File: src/rtl/txr_pkg.sv
// ============================================================================
// txr_pkg - shared types and constants for the transmit ring
// Character codes, operation and result kind codes, and the command and
// result records that pass between the front and back parts.
// ============================================================================
package txr_pkg;

    // Default sizes, handed to the top-level parameters
    localparam int DEF_BUFFER_DEPTH = 256;
    localparam int DEF_BURST_LIMIT  = 16;

    // Field widths
    localparam int CHAR_W     = 8;
    localparam int KIND_W     = 2;
    localparam int FILL_W     = 9;
    localparam int OUT_DATA_W = 24;
    localparam int OUT_PAD_W  = OUT_DATA_W - (CHAR_W + 1 + 1 + FILL_W);

    // Command queue between front and back
    localparam int QUEUE_DEPTH = 2;
    localparam int QPTR_W      = 1;
    localparam int QCNT_W      = 2;

    // Character codes
    localparam logic [CHAR_W-1:0] CH_LF = 8'h0A;
    localparam logic [CHAR_W-1:0] CH_CR = 8'h0D;

    // Input operation codes
    localparam logic OP_PUT   = 1'b0;
    localparam logic OP_EVENT = 1'b1;

    // Result kinds
    localparam logic [KIND_W-1:0] KIND_ACK  = 2'd0;
    localparam logic [KIND_W-1:0] KIND_SENT = 2'd1;
    localparam logic [KIND_W-1:0] KIND_IDLE = 2'd2;

    // Classified input item
    typedef struct packed {
        logic              op;
        logic [CHAR_W-1:0] ch;
        logic              is_lf;
    } t_cmd;

    // One result item
    typedef struct packed {
        logic [KIND_W-1:0] kind;
        logic [CHAR_W-1:0] tx_byte;
        logic              accepted;
        logic              last;
        logic              irq;
        logic [FILL_W-1:0] fill;
    } t_result;

endpackage

File: src/rtl/txr_front.sv
// ============================================================================
// txr_front - input side of the transmit ring
// Takes input transfers, marks line feeds on puts, and holds them in a
// two-entry command queue that the back part drains at its own pace.
// ============================================================================
module txr_front (
    input  logic                        i_clk,
    input  logic                        i_rst_n,
    input  logic                        i_s_axis_tvalid,
    output logic                        o_s_axis_tready,
    input  logic [txr_pkg::CHAR_W-1:0]  i_s_axis_tdata,   // char_in
    input  logic                        i_s_axis_tuser,   // op
    output txr_pkg::t_cmd               o_cmd,
    output logic                        o_cmd_valid,
    input  logic                        i_cmd_pop
);
    import txr_pkg::*;

    t_cmd              r_q [QUEUE_DEPTH];
    logic [QPTR_W-1:0] r_wr_ptr, n_wr_ptr;
    logic [QPTR_W-1:0] r_rd_ptr, n_rd_ptr;
    logic [QCNT_W-1:0] r_used, n_used;
    logic              w_push;
    t_cmd              w_cmd;

    // Classify the incoming item
    always_comb begin
        w_cmd.op    = i_s_axis_tuser;
        w_cmd.ch    = i_s_axis_tdata;
        w_cmd.is_lf = (i_s_axis_tuser == OP_PUT) && (i_s_axis_tdata == CH_LF);
    end

    assign o_s_axis_tready = (r_used != QCNT_W'(QUEUE_DEPTH));
    assign w_push          = i_s_axis_tvalid && o_s_axis_tready;
    assign o_cmd_valid     = (r_used != '0);
    assign o_cmd           = r_q[r_rd_ptr];

    // Pointer and occupancy update; depth is a power of two so pointers wrap
    always_comb begin
        n_wr_ptr = r_wr_ptr;
        n_rd_ptr = r_rd_ptr;
        n_used   = r_used;
        if (w_push) begin
            n_wr_ptr = r_wr_ptr + 1'b1;
        end
        if (i_cmd_pop) begin
            n_rd_ptr = r_rd_ptr + 1'b1;
        end
        case ({w_push, i_cmd_pop})
            2'b10:   n_used = r_used + 1'b1;
            2'b01:   n_used = r_used - 1'b1;
            default: n_used = r_used;
        endcase
    end

    always_ff @(posedge i_clk) begin
        if (!i_rst_n) begin
            r_wr_ptr <= '0;
            r_rd_ptr <= '0;
            r_used   <= '0;
        end else begin
            r_wr_ptr <= n_wr_ptr;
            r_rd_ptr <= n_rd_ptr;
            r_used   <= n_used;
        end
    end

    // Queue storage
    always_ff @(posedge i_clk) begin
        if (w_push) begin
            r_q[r_wr_ptr] <= w_cmd;
        end
    end

endmodule

File: src/rtl/txr_back.sv
// ============================================================================
// txr_back - ring storage and command execution
// Executes queued puts and transmitter-empty events against the byte ring,
// and drives results through a one-entry output register.
// ============================================================================
module txr_back #(
    parameter int BUFFER_DEPTH = txr_pkg::DEF_BUFFER_DEPTH,
    parameter int BURST_LIMIT  = txr_pkg::DEF_BURST_LIMIT
) (
    input  logic                            i_clk,
    input  logic                            i_rst_n,
    input  txr_pkg::t_cmd                   i_cmd,
    input  logic                            i_cmd_valid,
    output logic                            o_cmd_pop,
    output logic                            o_m_axis_tvalid,
    input  logic                            i_m_axis_tready,
    // tx_byte[7:0], accepted[8], tx_irq_enable[9], fill_level[18:10], zeros
    output logic [txr_pkg::OUT_DATA_W-1:0]  o_m_axis_tdata,
    output logic [txr_pkg::KIND_W-1:0]      o_m_axis_tuser,   // kind
    output logic                            o_m_axis_tlast
);
    import txr_pkg::*;

    localparam int PTR_W = $clog2(BUFFER_DEPTH);
    localparam int CNT_W = $clog2(BUFFER_DEPTH + 1);
    localparam int BL_W  = $clog2(BURST_LIMIT + 1);

    typedef enum logic [2:0] {
        ST_IDLE  = 3'b001,
        ST_LF    = 3'b010,
        ST_BURST = 3'b100
    } t_state;

    t_state            r_state, n_state;
    logic [PTR_W-1:0]  r_wp, n_wp;
    logic [PTR_W-1:0]  r_rp, n_rp;
    logic [CNT_W-1:0]  r_count, n_count;
    logic [BL_W-1:0]   r_left, n_left;
    logic              r_irq, n_irq;
    logic              r_out_valid;
    t_result           r_out;
    t_result           w_res;
    logic              w_load;
    logic              w_out_free;
    logic              w_reject;
    logic              w_we;
    logic [CHAR_W-1:0] w_wdata;
    logic [CHAR_W-1:0] r_ring [BUFFER_DEPTH];
    logic [CHAR_W-1:0] r_rd_data;

    function automatic logic [PTR_W-1:0] ptr_inc(input logic [PTR_W-1:0] p);
        ptr_inc = (p == PTR_W'(BUFFER_DEPTH - 1)) ? '0 : p + 1'b1;
    endfunction

    assign w_out_free = !r_out_valid || i_m_axis_tready;

    // A line feed needs two free entries, any other character one
    assign w_reject = i_cmd.is_lf ? (r_count > CNT_W'(BUFFER_DEPTH - 2))
                                  : (r_count == CNT_W'(BUFFER_DEPTH));

    // Command sequencer
    always_comb begin
        n_state   = r_state;
        n_wp      = r_wp;
        n_rp      = r_rp;
        n_count   = r_count;
        n_left    = r_left;
        n_irq     = r_irq;
        o_cmd_pop = 1'b0;
        w_we      = 1'b0;
        w_wdata   = i_cmd.ch;
        w_load    = 1'b0;
        w_res     = '0;
        case (r_state)
            ST_IDLE: begin
                if (i_cmd_valid && w_out_free) begin
                    o_cmd_pop = 1'b1;
                    if (i_cmd.op == OP_PUT) begin
                        if (w_reject) begin
                            w_load = 1'b1;
                            w_res.kind = KIND_ACK;
                            w_res.last = 1'b1;
                        end else if (i_cmd.is_lf) begin
                            // carriage return first, line feed from ST_LF
                            w_we    = 1'b1;
                            w_wdata = CH_CR;
                            n_wp    = ptr_inc(r_wp);
                            n_count = r_count + 1'b1;
                            n_state = ST_LF;
                        end else begin
                            w_we    = 1'b1;
                            n_wp    = ptr_inc(r_wp);
                            n_count = r_count + 1'b1;
                            n_irq   = 1'b1;
                            w_load  = 1'b1;
                            w_res.kind     = KIND_ACK;
                            w_res.accepted = 1'b1;
                            w_res.last     = 1'b1;
                        end
                    end else if (r_count == '0) begin
                        // nothing to send: drop the interrupt
                        n_irq  = 1'b0;
                        w_load = 1'b1;
                        w_res.kind = KIND_IDLE;
                        w_res.last = 1'b1;
                    end else begin
                        if (32'(r_count) > 32'(BURST_LIMIT)) begin
                            n_left = BL_W'(BURST_LIMIT);
                        end else begin
                            n_left = BL_W'(r_count);
                        end
                        n_state = ST_BURST;
                    end
                end
            end
            ST_LF: begin
                if (w_out_free) begin
                    w_we    = 1'b1;
                    w_wdata = CH_LF;
                    n_wp    = ptr_inc(r_wp);
                    n_count = r_count + 1'b1;
                    n_irq   = 1'b1;
                    w_load  = 1'b1;
                    w_res.kind     = KIND_ACK;
                    w_res.accepted = 1'b1;
                    w_res.last     = 1'b1;
                    n_state = ST_IDLE;
                end
            end
            ST_BURST: begin
                if (w_out_free) begin
                    n_rp    = ptr_inc(r_rp);
                    n_count = r_count - 1'b1;
                    n_left  = r_left - 1'b1;
                    w_load  = 1'b1;
                    w_res.kind    = KIND_SENT;
                    w_res.tx_byte = r_rd_data;
                    w_res.last    = (r_left == BL_W'(1));
                    if (r_left == BL_W'(1)) begin
                        n_state = ST_IDLE;
                    end
                end
            end
            default: begin
                n_state = ST_IDLE;
            end
        endcase
        // flag and fill level as they stand after this result
        w_res.irq  = n_irq;
        w_res.fill = FILL_W'(n_count);
    end

    // Control state
    always_ff @(posedge i_clk) begin
        if (!i_rst_n) begin
            r_state     <= ST_IDLE;
            r_wp        <= '0;
            r_rp        <= '0;
            r_count     <= '0;
            r_left      <= '0;
            r_irq       <= 1'b0;
            r_out_valid <= 1'b0;
        end else begin
            r_state <= n_state;
            r_wp    <= n_wp;
            r_rp    <= n_rp;
            r_count <= n_count;
            r_left  <= n_left;
            r_irq   <= n_irq;
            if (w_load) begin
                r_out_valid <= 1'b1;
            end else if (i_m_axis_tready) begin
                r_out_valid <= 1'b0;
            end
        end
    end

    // Output payload
    always_ff @(posedge i_clk) begin
        if (w_load) begin
            r_out <= w_res;
        end
    end

    // Ring memory; read port follows the next read pointer so the head byte
    // is registered and ready in the following cycle
    always_ff @(posedge i_clk) begin
        if (w_we) begin
            r_ring[r_wp] <= w_wdata;
        end
        r_rd_data <= r_ring[n_rp];
    end

    assign o_m_axis_tvalid = r_out_valid;
    assign o_m_axis_tuser  = r_out.kind;
    assign o_m_axis_tlast  = r_out.last;
    assign o_m_axis_tdata  = {{OUT_PAD_W{1'b0}}, r_out.fill, r_out.irq,
                              r_out.accepted, r_out.tx_byte};

endmodule

File: src/rtl/tx_ring_crlf_burst_drain.sv
// A put result is loaded into the output register when the back part pops the put;
// a line feed first writes CR, then gives its result from ST_LF. A drain event enters
// ST_BURST, which sends bytes one per cycle while the output register is free. Puts
// are taken one per cycle under the same condition; a line feed also takes ST_LF.
// Reset (i_rst_n low, synchronous) empties the queue and ring pointers and clears the
// interrupt flag; ring contents are not cleared and need no clearing pass.
// ============================================================================
// tx_ring_crlf_burst_drain - serial transmit ring with CR/LF expansion
// Front part queues classified items; back part stores bytes, drains bursts
// on transmitter-empty events and reports each step as a result transfer.
// ============================================================================
module tx_ring_crlf_burst_drain #(
    parameter int BUFFER_DEPTH = txr_pkg::DEF_BUFFER_DEPTH,
    parameter int BURST_LIMIT  = txr_pkg::DEF_BURST_LIMIT
) (
    input  logic                            i_clk,
    input  logic                            i_rst_n,
    input  logic                            i_s_axis_tvalid,
    output logic                            o_s_axis_tready,
    input  logic [txr_pkg::CHAR_W-1:0]      i_s_axis_tdata,   // char_in
    input  logic                            i_s_axis_tuser,   // op
    output logic                            o_m_axis_tvalid,
    input  logic                            i_m_axis_tready,
    // tx_byte[7:0], accepted[8], tx_irq_enable[9], fill_level[18:10], zeros
    output logic [txr_pkg::OUT_DATA_W-1:0]  o_m_axis_tdata,
    output logic [txr_pkg::KIND_W-1:0]      o_m_axis_tuser,   // kind
    output logic                            o_m_axis_tlast
);
    import txr_pkg::*;

    t_cmd w_cmd;
    logic w_cmd_valid;
    logic w_cmd_pop;

    txr_front u_front (
        .i_clk           (i_clk),
        .i_rst_n         (i_rst_n),
        .i_s_axis_tvalid (i_s_axis_tvalid),
        .o_s_axis_tready (o_s_axis_tready),
        .i_s_axis_tdata  (i_s_axis_tdata),
        .i_s_axis_tuser  (i_s_axis_tuser),
        .o_cmd           (w_cmd),
        .o_cmd_valid     (w_cmd_valid),
        .i_cmd_pop       (w_cmd_pop)
    );

    txr_back #(
        .BUFFER_DEPTH (BUFFER_DEPTH),
        .BURST_LIMIT  (BURST_LIMIT)
    ) u_back (
        .i_clk           (i_clk),
        .i_rst_n         (i_rst_n),
        .i_cmd           (w_cmd),
        .i_cmd_valid     (w_cmd_valid),
        .o_cmd_pop       (w_cmd_pop),
        .o_m_axis_tvalid (o_m_axis_tvalid),
        .i_m_axis_tready (i_m_axis_tready),
        .o_m_axis_tdata  (o_m_axis_tdata),
        .o_m_axis_tuser  (o_m_axis_tuser),
        .o_m_axis_tlast  (o_m_axis_tlast)
    );

endmodule
File: config.mk
export PLATFORM = sky130hd
export DESIGN_NAME = tx_ring_crlf_burst_drain
export DESIGN_NICKNAME = d
export VERILOG_FILES = /design/src/rtl/txr_pkg.sv /design/src/rtl/txr_front.sv /design/src/rtl/txr_back.sv /design/src/rtl/tx_ring_crlf_burst_drain.sv
export SDC_FILE = /design/constraint.sdc
export NUM_CORES = 2
export LEC_CHECK = 0
export ABC_CLOCK_PERIOD_IN_PS = 15600
export BUFFER_PORTS_ARGS = -buffer_cell sky130_fd_sc_hd__buf_2
export CAP_MARGIN = 20
export CORE_ASPECT_RATIO = 0.75
export CORE_MARGIN = 2
export CORE_UTILIZATION = 30
export CTS_BUF_LIST = sky130_fd_sc_hd__clkbuf_4 sky130_fd_sc_hd__clkbuf_8
export DETAILED_ROUTE_END_ITERATION = 10
export GPL_ROUTABILITY_DRIVEN = 1
export SLEW_MARGIN = 20
export SYNTH_ARGS = -nofsm -noshare
export SYNTH_HDL_FRONTEND = slang
export SYNTH_SLANG_ARGS = --single-unit
File: constraint.sdc
create_clock -name i_clk -period 15.6 [get_ports i_clk]
set_clock_uncertainty 0.1 [all_clocks]
set_input_delay 0 -clock i_clk [delete_from_list [all_inputs] [get_ports i_clk]]
set_output_delay 0 -clock i_clk [all_outputs]
set_load 0.02 [all_outputs]
==> results.md <==
- Most common cell after layout, fill and taps aside: edfxtp_1
- Number of nets in the layout: 6217
- Post-CTS Setup Bufs: 0
- Number of global-route vias before repair: 52540
- Post-Syn Area per Cell: 13.95 µm²
- Final Setup Violations: 0
- Clk_lat worst skew: 970 ps
- CTS H-tree depth: 5
- Fin. Hold Viols: 0
- HP Class: in -> reg
- Ports: 42
- Post-synth EDFFs: 2090
- Grt ovf: 0
- WL final: 273500 µm
- Fin Hold WS: 158.6 ps
- Slew HR: 14.23%
- Row count: 169
- Crit path time final: 6696 ps
- Synth cell types: 103
- DP Wirelength: 162400 µm
- Final Power: 13.48 mW
- Crit-path cells: ha_1, and3_1, a2111oi_4, buf_4, nor2_4, buf_12, buf_4, nand2_1, o32ai_1, nor3_1, o31a_1, a211oi_1, o31ai_1
- TritonCTS clock tree: built
- CP Data Required Time: 16260 ps
- Fin crit share: 42.92%
- Sequential area share after synthesis: 74.40%
- Synth warnings: 0
- Status: finished clean
- Largest net degree at the start of global routing: 183
- Residual DRC: 0
- CP Max Fanout: 110
- Utilization after layout: 33.91%
- Worst setup SP type: flip-flop
- Number of antenna violations at the first check in global routing: 25
- Commonest non-fill, non-tap cells in the layout: edfxtp_1, nand2_1, nor2_1
- Die footprint: 289800 µm²
- Type of the worst setup path: reg -> reg
- Slowest stage delay, CP: 1020 ps
- Crit end category: flip-flop
- Area Growth Syn to Fin: 12.17%
- Max clock buf depth: 4
- Detailed Route Iter0 Violations: 9600
- Port Buffers: 36
- Slowest CP cell: a211oi_1
- Yosys reg bits: 2138
- Vias per cell: 5.574
- Max VDD drop: 0.0001323 V
- Tightest Pin Transition: 1279 ps
- Wirelength per Cell: 26.83 µm
- Asr flop ratio synth: 0%
- CTS Sinks: 2138
- Core ar.: 283300 µm²
- Leakage: 30.56 nW
- Overall routing resource usage: 18.19%
- Die height: 466.7 µm
- Register clock-pin slew on the reported worst setup and hold paths: 60 ps
- Dominant synthesized flop cell: edfxtp_1
- RD Place Congestion: 0.8973
- Layout cells sized above 1: 11.54%
- Global-route wire length before repair: 386100 µm
- First drt pass iteration count: 8
- Fmax: 149.4 MHz
- Cell mode on critical path: buf_4
- RSZ-0062 raised after global routing: false
- Die Span X: 621.0 µm
- Post-Synthesis Cells: 6140
- Post-route setup TNS: 0 ps
- Cell Area, Synth: 85650 µm²
- Critical Path AT: 7350 ps
- PwrDens: 140.3 nW/µm²
- Final slew viol count: 0
- Via count: 56820
- ANT nets after route: 0
- Initial Util: 30.23%
- Maximum capacitance violations: 0
- Root Buffer: clkbuf_8
- Num CTS Buffers: 309
path summary, 6_finish.rpt:
path,from,endpoint,slack [ps],cells after the start
setup / recovery,u_back.r_rp[0]$_SDFF_PN0_,u_back.r_rd_data[2]$_DFF_P_,8900,13
hold / removal,i_m_axis_tready,u_back.o_m_axis_tvalid$_SDFFE_PN0P_,160,5
setup reg to reg,u_back.r_rp[0]$_SDFF_PN0_,u_back.r_rd_data[2]$_DFF_P_,8900,13
hold reg to reg,u_back.r_left[4]$_SDFFE_PN0P_,u_back.r_left[4]$_SDFFE_PN0P_,380,2
flip-flops by register name, summed over array words and instances (netlist names), named ones only:
name	count
u_back.r_ring	2048
u_front.r_q	20
u_back.o_m_axis_tdata	19
u_back.r_count	9
u_back.r_rd_data	8
u_back.r_rp	8
u_back.r_wp	8
u_back.r_left	5
u_back.r_state	3
u_back.o_m_axis_tuser	2
u_front.r_used	2
u_back.o_m_axis_tlast	1
u_back.o_m_axis_tvalid	1
u_back.r_irq	1
u_front.r_rd_ptr	1
u_front.r_wr_ptr	1
metal layers:
layer	track usage [%]	part of all wire [%]	routed length, µm	vias up
met3	5.538	14	39000	463
li1	-	-	-	23700
met1	27.51	42	116000	28750
met4	4.836	2.5	6760	4
met5	0	0.0099	27	-
met2	24.88	41	111700	3906
power by group:
group,internal [mW],total (mW),switching [mW]
combinational,0.391,1.97,1.58
sequential,6.96,7.04,0.0797
clock,2.25,4.47,2.22
total,9.61,13.5,3.87
Yosys cell counts (7+ instances only):
| master | instances | share of area, % |
|---|---|---|
| edfxtp_1 | 2090 | 73 |
| nand2_1 | 1163 | 5.1 |
| nor2_1 | 336 | 1.5 |
| nand3_1 | 268 | 1.6 |
| a21oi_1 | 229 | 1.3 |
| a211oi_1 | 221 | 1.9 |
| and3_1 | 201 | 1.5 |
| clkbuf_1 | 183 | 0.80 |
| buf_2 | 178 | 1.0 |
| a31oi_1 | 164 | 1.2 |
| mux2i_1 | 163 | 1.9 |
| o21ai_0 | 84 | 0.49 |
| a22oi_1 | 67 | 0.59 |
| a32oi_1 | 66 | 0.67 |
| a311oi_1 | 62 | 0.63 |
| a221oi_1 | 56 | 0.57 |
| nand4_1 | 55 | 0.40 |
| buf_1 | 51 | 0.22 |
| dfxtp_1 | 48 | 1.1 |
| o22ai_1 | 43 | 0.31 |
| nor3_1 | 42 | 0.25 |
| nor4_1 | 28 | 0.20 |
| o221ai_1 | 27 | 0.28 |
| a31o_2 | 24 | 0.25 |
| buf_4 | 21 | 0.18 |
| buf_6 | 18 | 0.24 |
| inv_1 | 17 | 0.074 |
| and2_1 | 15 | 0.11 |
| a2111oi_0 | 12 | 0.12 |
| a211o_1 | 12 | 0.12 |
| ha_1 | 10 | 0.15 |
| o32ai_1 | 9 | 0.092 |
| xnor2_1 | 8 | 0.082 |
| nor2b_1 | 7 | 0.051 |
| o31a_1 | 7 | 0.072 |
| o31ai_1 | 7 | 0.061 |
| xor2_1 | 7 | 0.072 |
logic make-up (layout without fill, tap and decap cells):
| logic type | count (synthesis) | in the layout | synth area share [%] |
|---|---|---|---|
| buf+inv | 470 | 749 | 2.571 |
| mux | 167 | 167 | 1.957 |
| fa+ha+maj | 10 | 10 | 0.1461 |
| simple gates | 2161 | 2161 | 11.06 |
| flops | 2138 | 2138 | 74.40 |
| xor+xnor | 15 | 15 | 0.1534 |
| compound gates | 1178 | 1178 | 9.717 |
| other cells | 1 | 15 | 0.004378 |
area by class of cell:
class / count / area, µm²
Tap cell: 3762 / 4707
Inverter: 18 / 67.56
Multi-Input combinational cell: 3536 / 20040
Clock inverter: 115 / 726.9
Timing Repair Buffer: 191 / 1610
Fill cell: 27270 / 187300
Clock buffer: 425 / 5174
Antenna cell: 10 / 25.02
Sequential cell: 2138 / 63720
what timing repair did:
action | CTS | global route
hold buffers | 25 | 0
hold endpoints to repair | 75 | 0
gates resized for setup | 0 | 0
per-stage QoR:
| stage | instance area (µm²) | worst slack (ps) | instances |
|---|---|---|---|
| after floorplan | 85670 | 1939 | 6144 |
| after global placement | 89820 | 9092 | 9617 |
| after detailed placement | 89850 | 9167 | 9619 |
| after CTS | 96000 | 9144 | 10180 |
| after global routing | 96050 | 8732 | 10190 |
| final | 96080 | 8904 | 10200 |
worst max-delay path, delay by kind of cell (launching register included):
kind	cells	cell delay [ps]
compound gates	5	1850
fa+ha+maj	1	630
buf+inv	3	1620
flops	1	550
simple gates	4	1530
No activity file was read; power rests on OpenSTA's default activity.
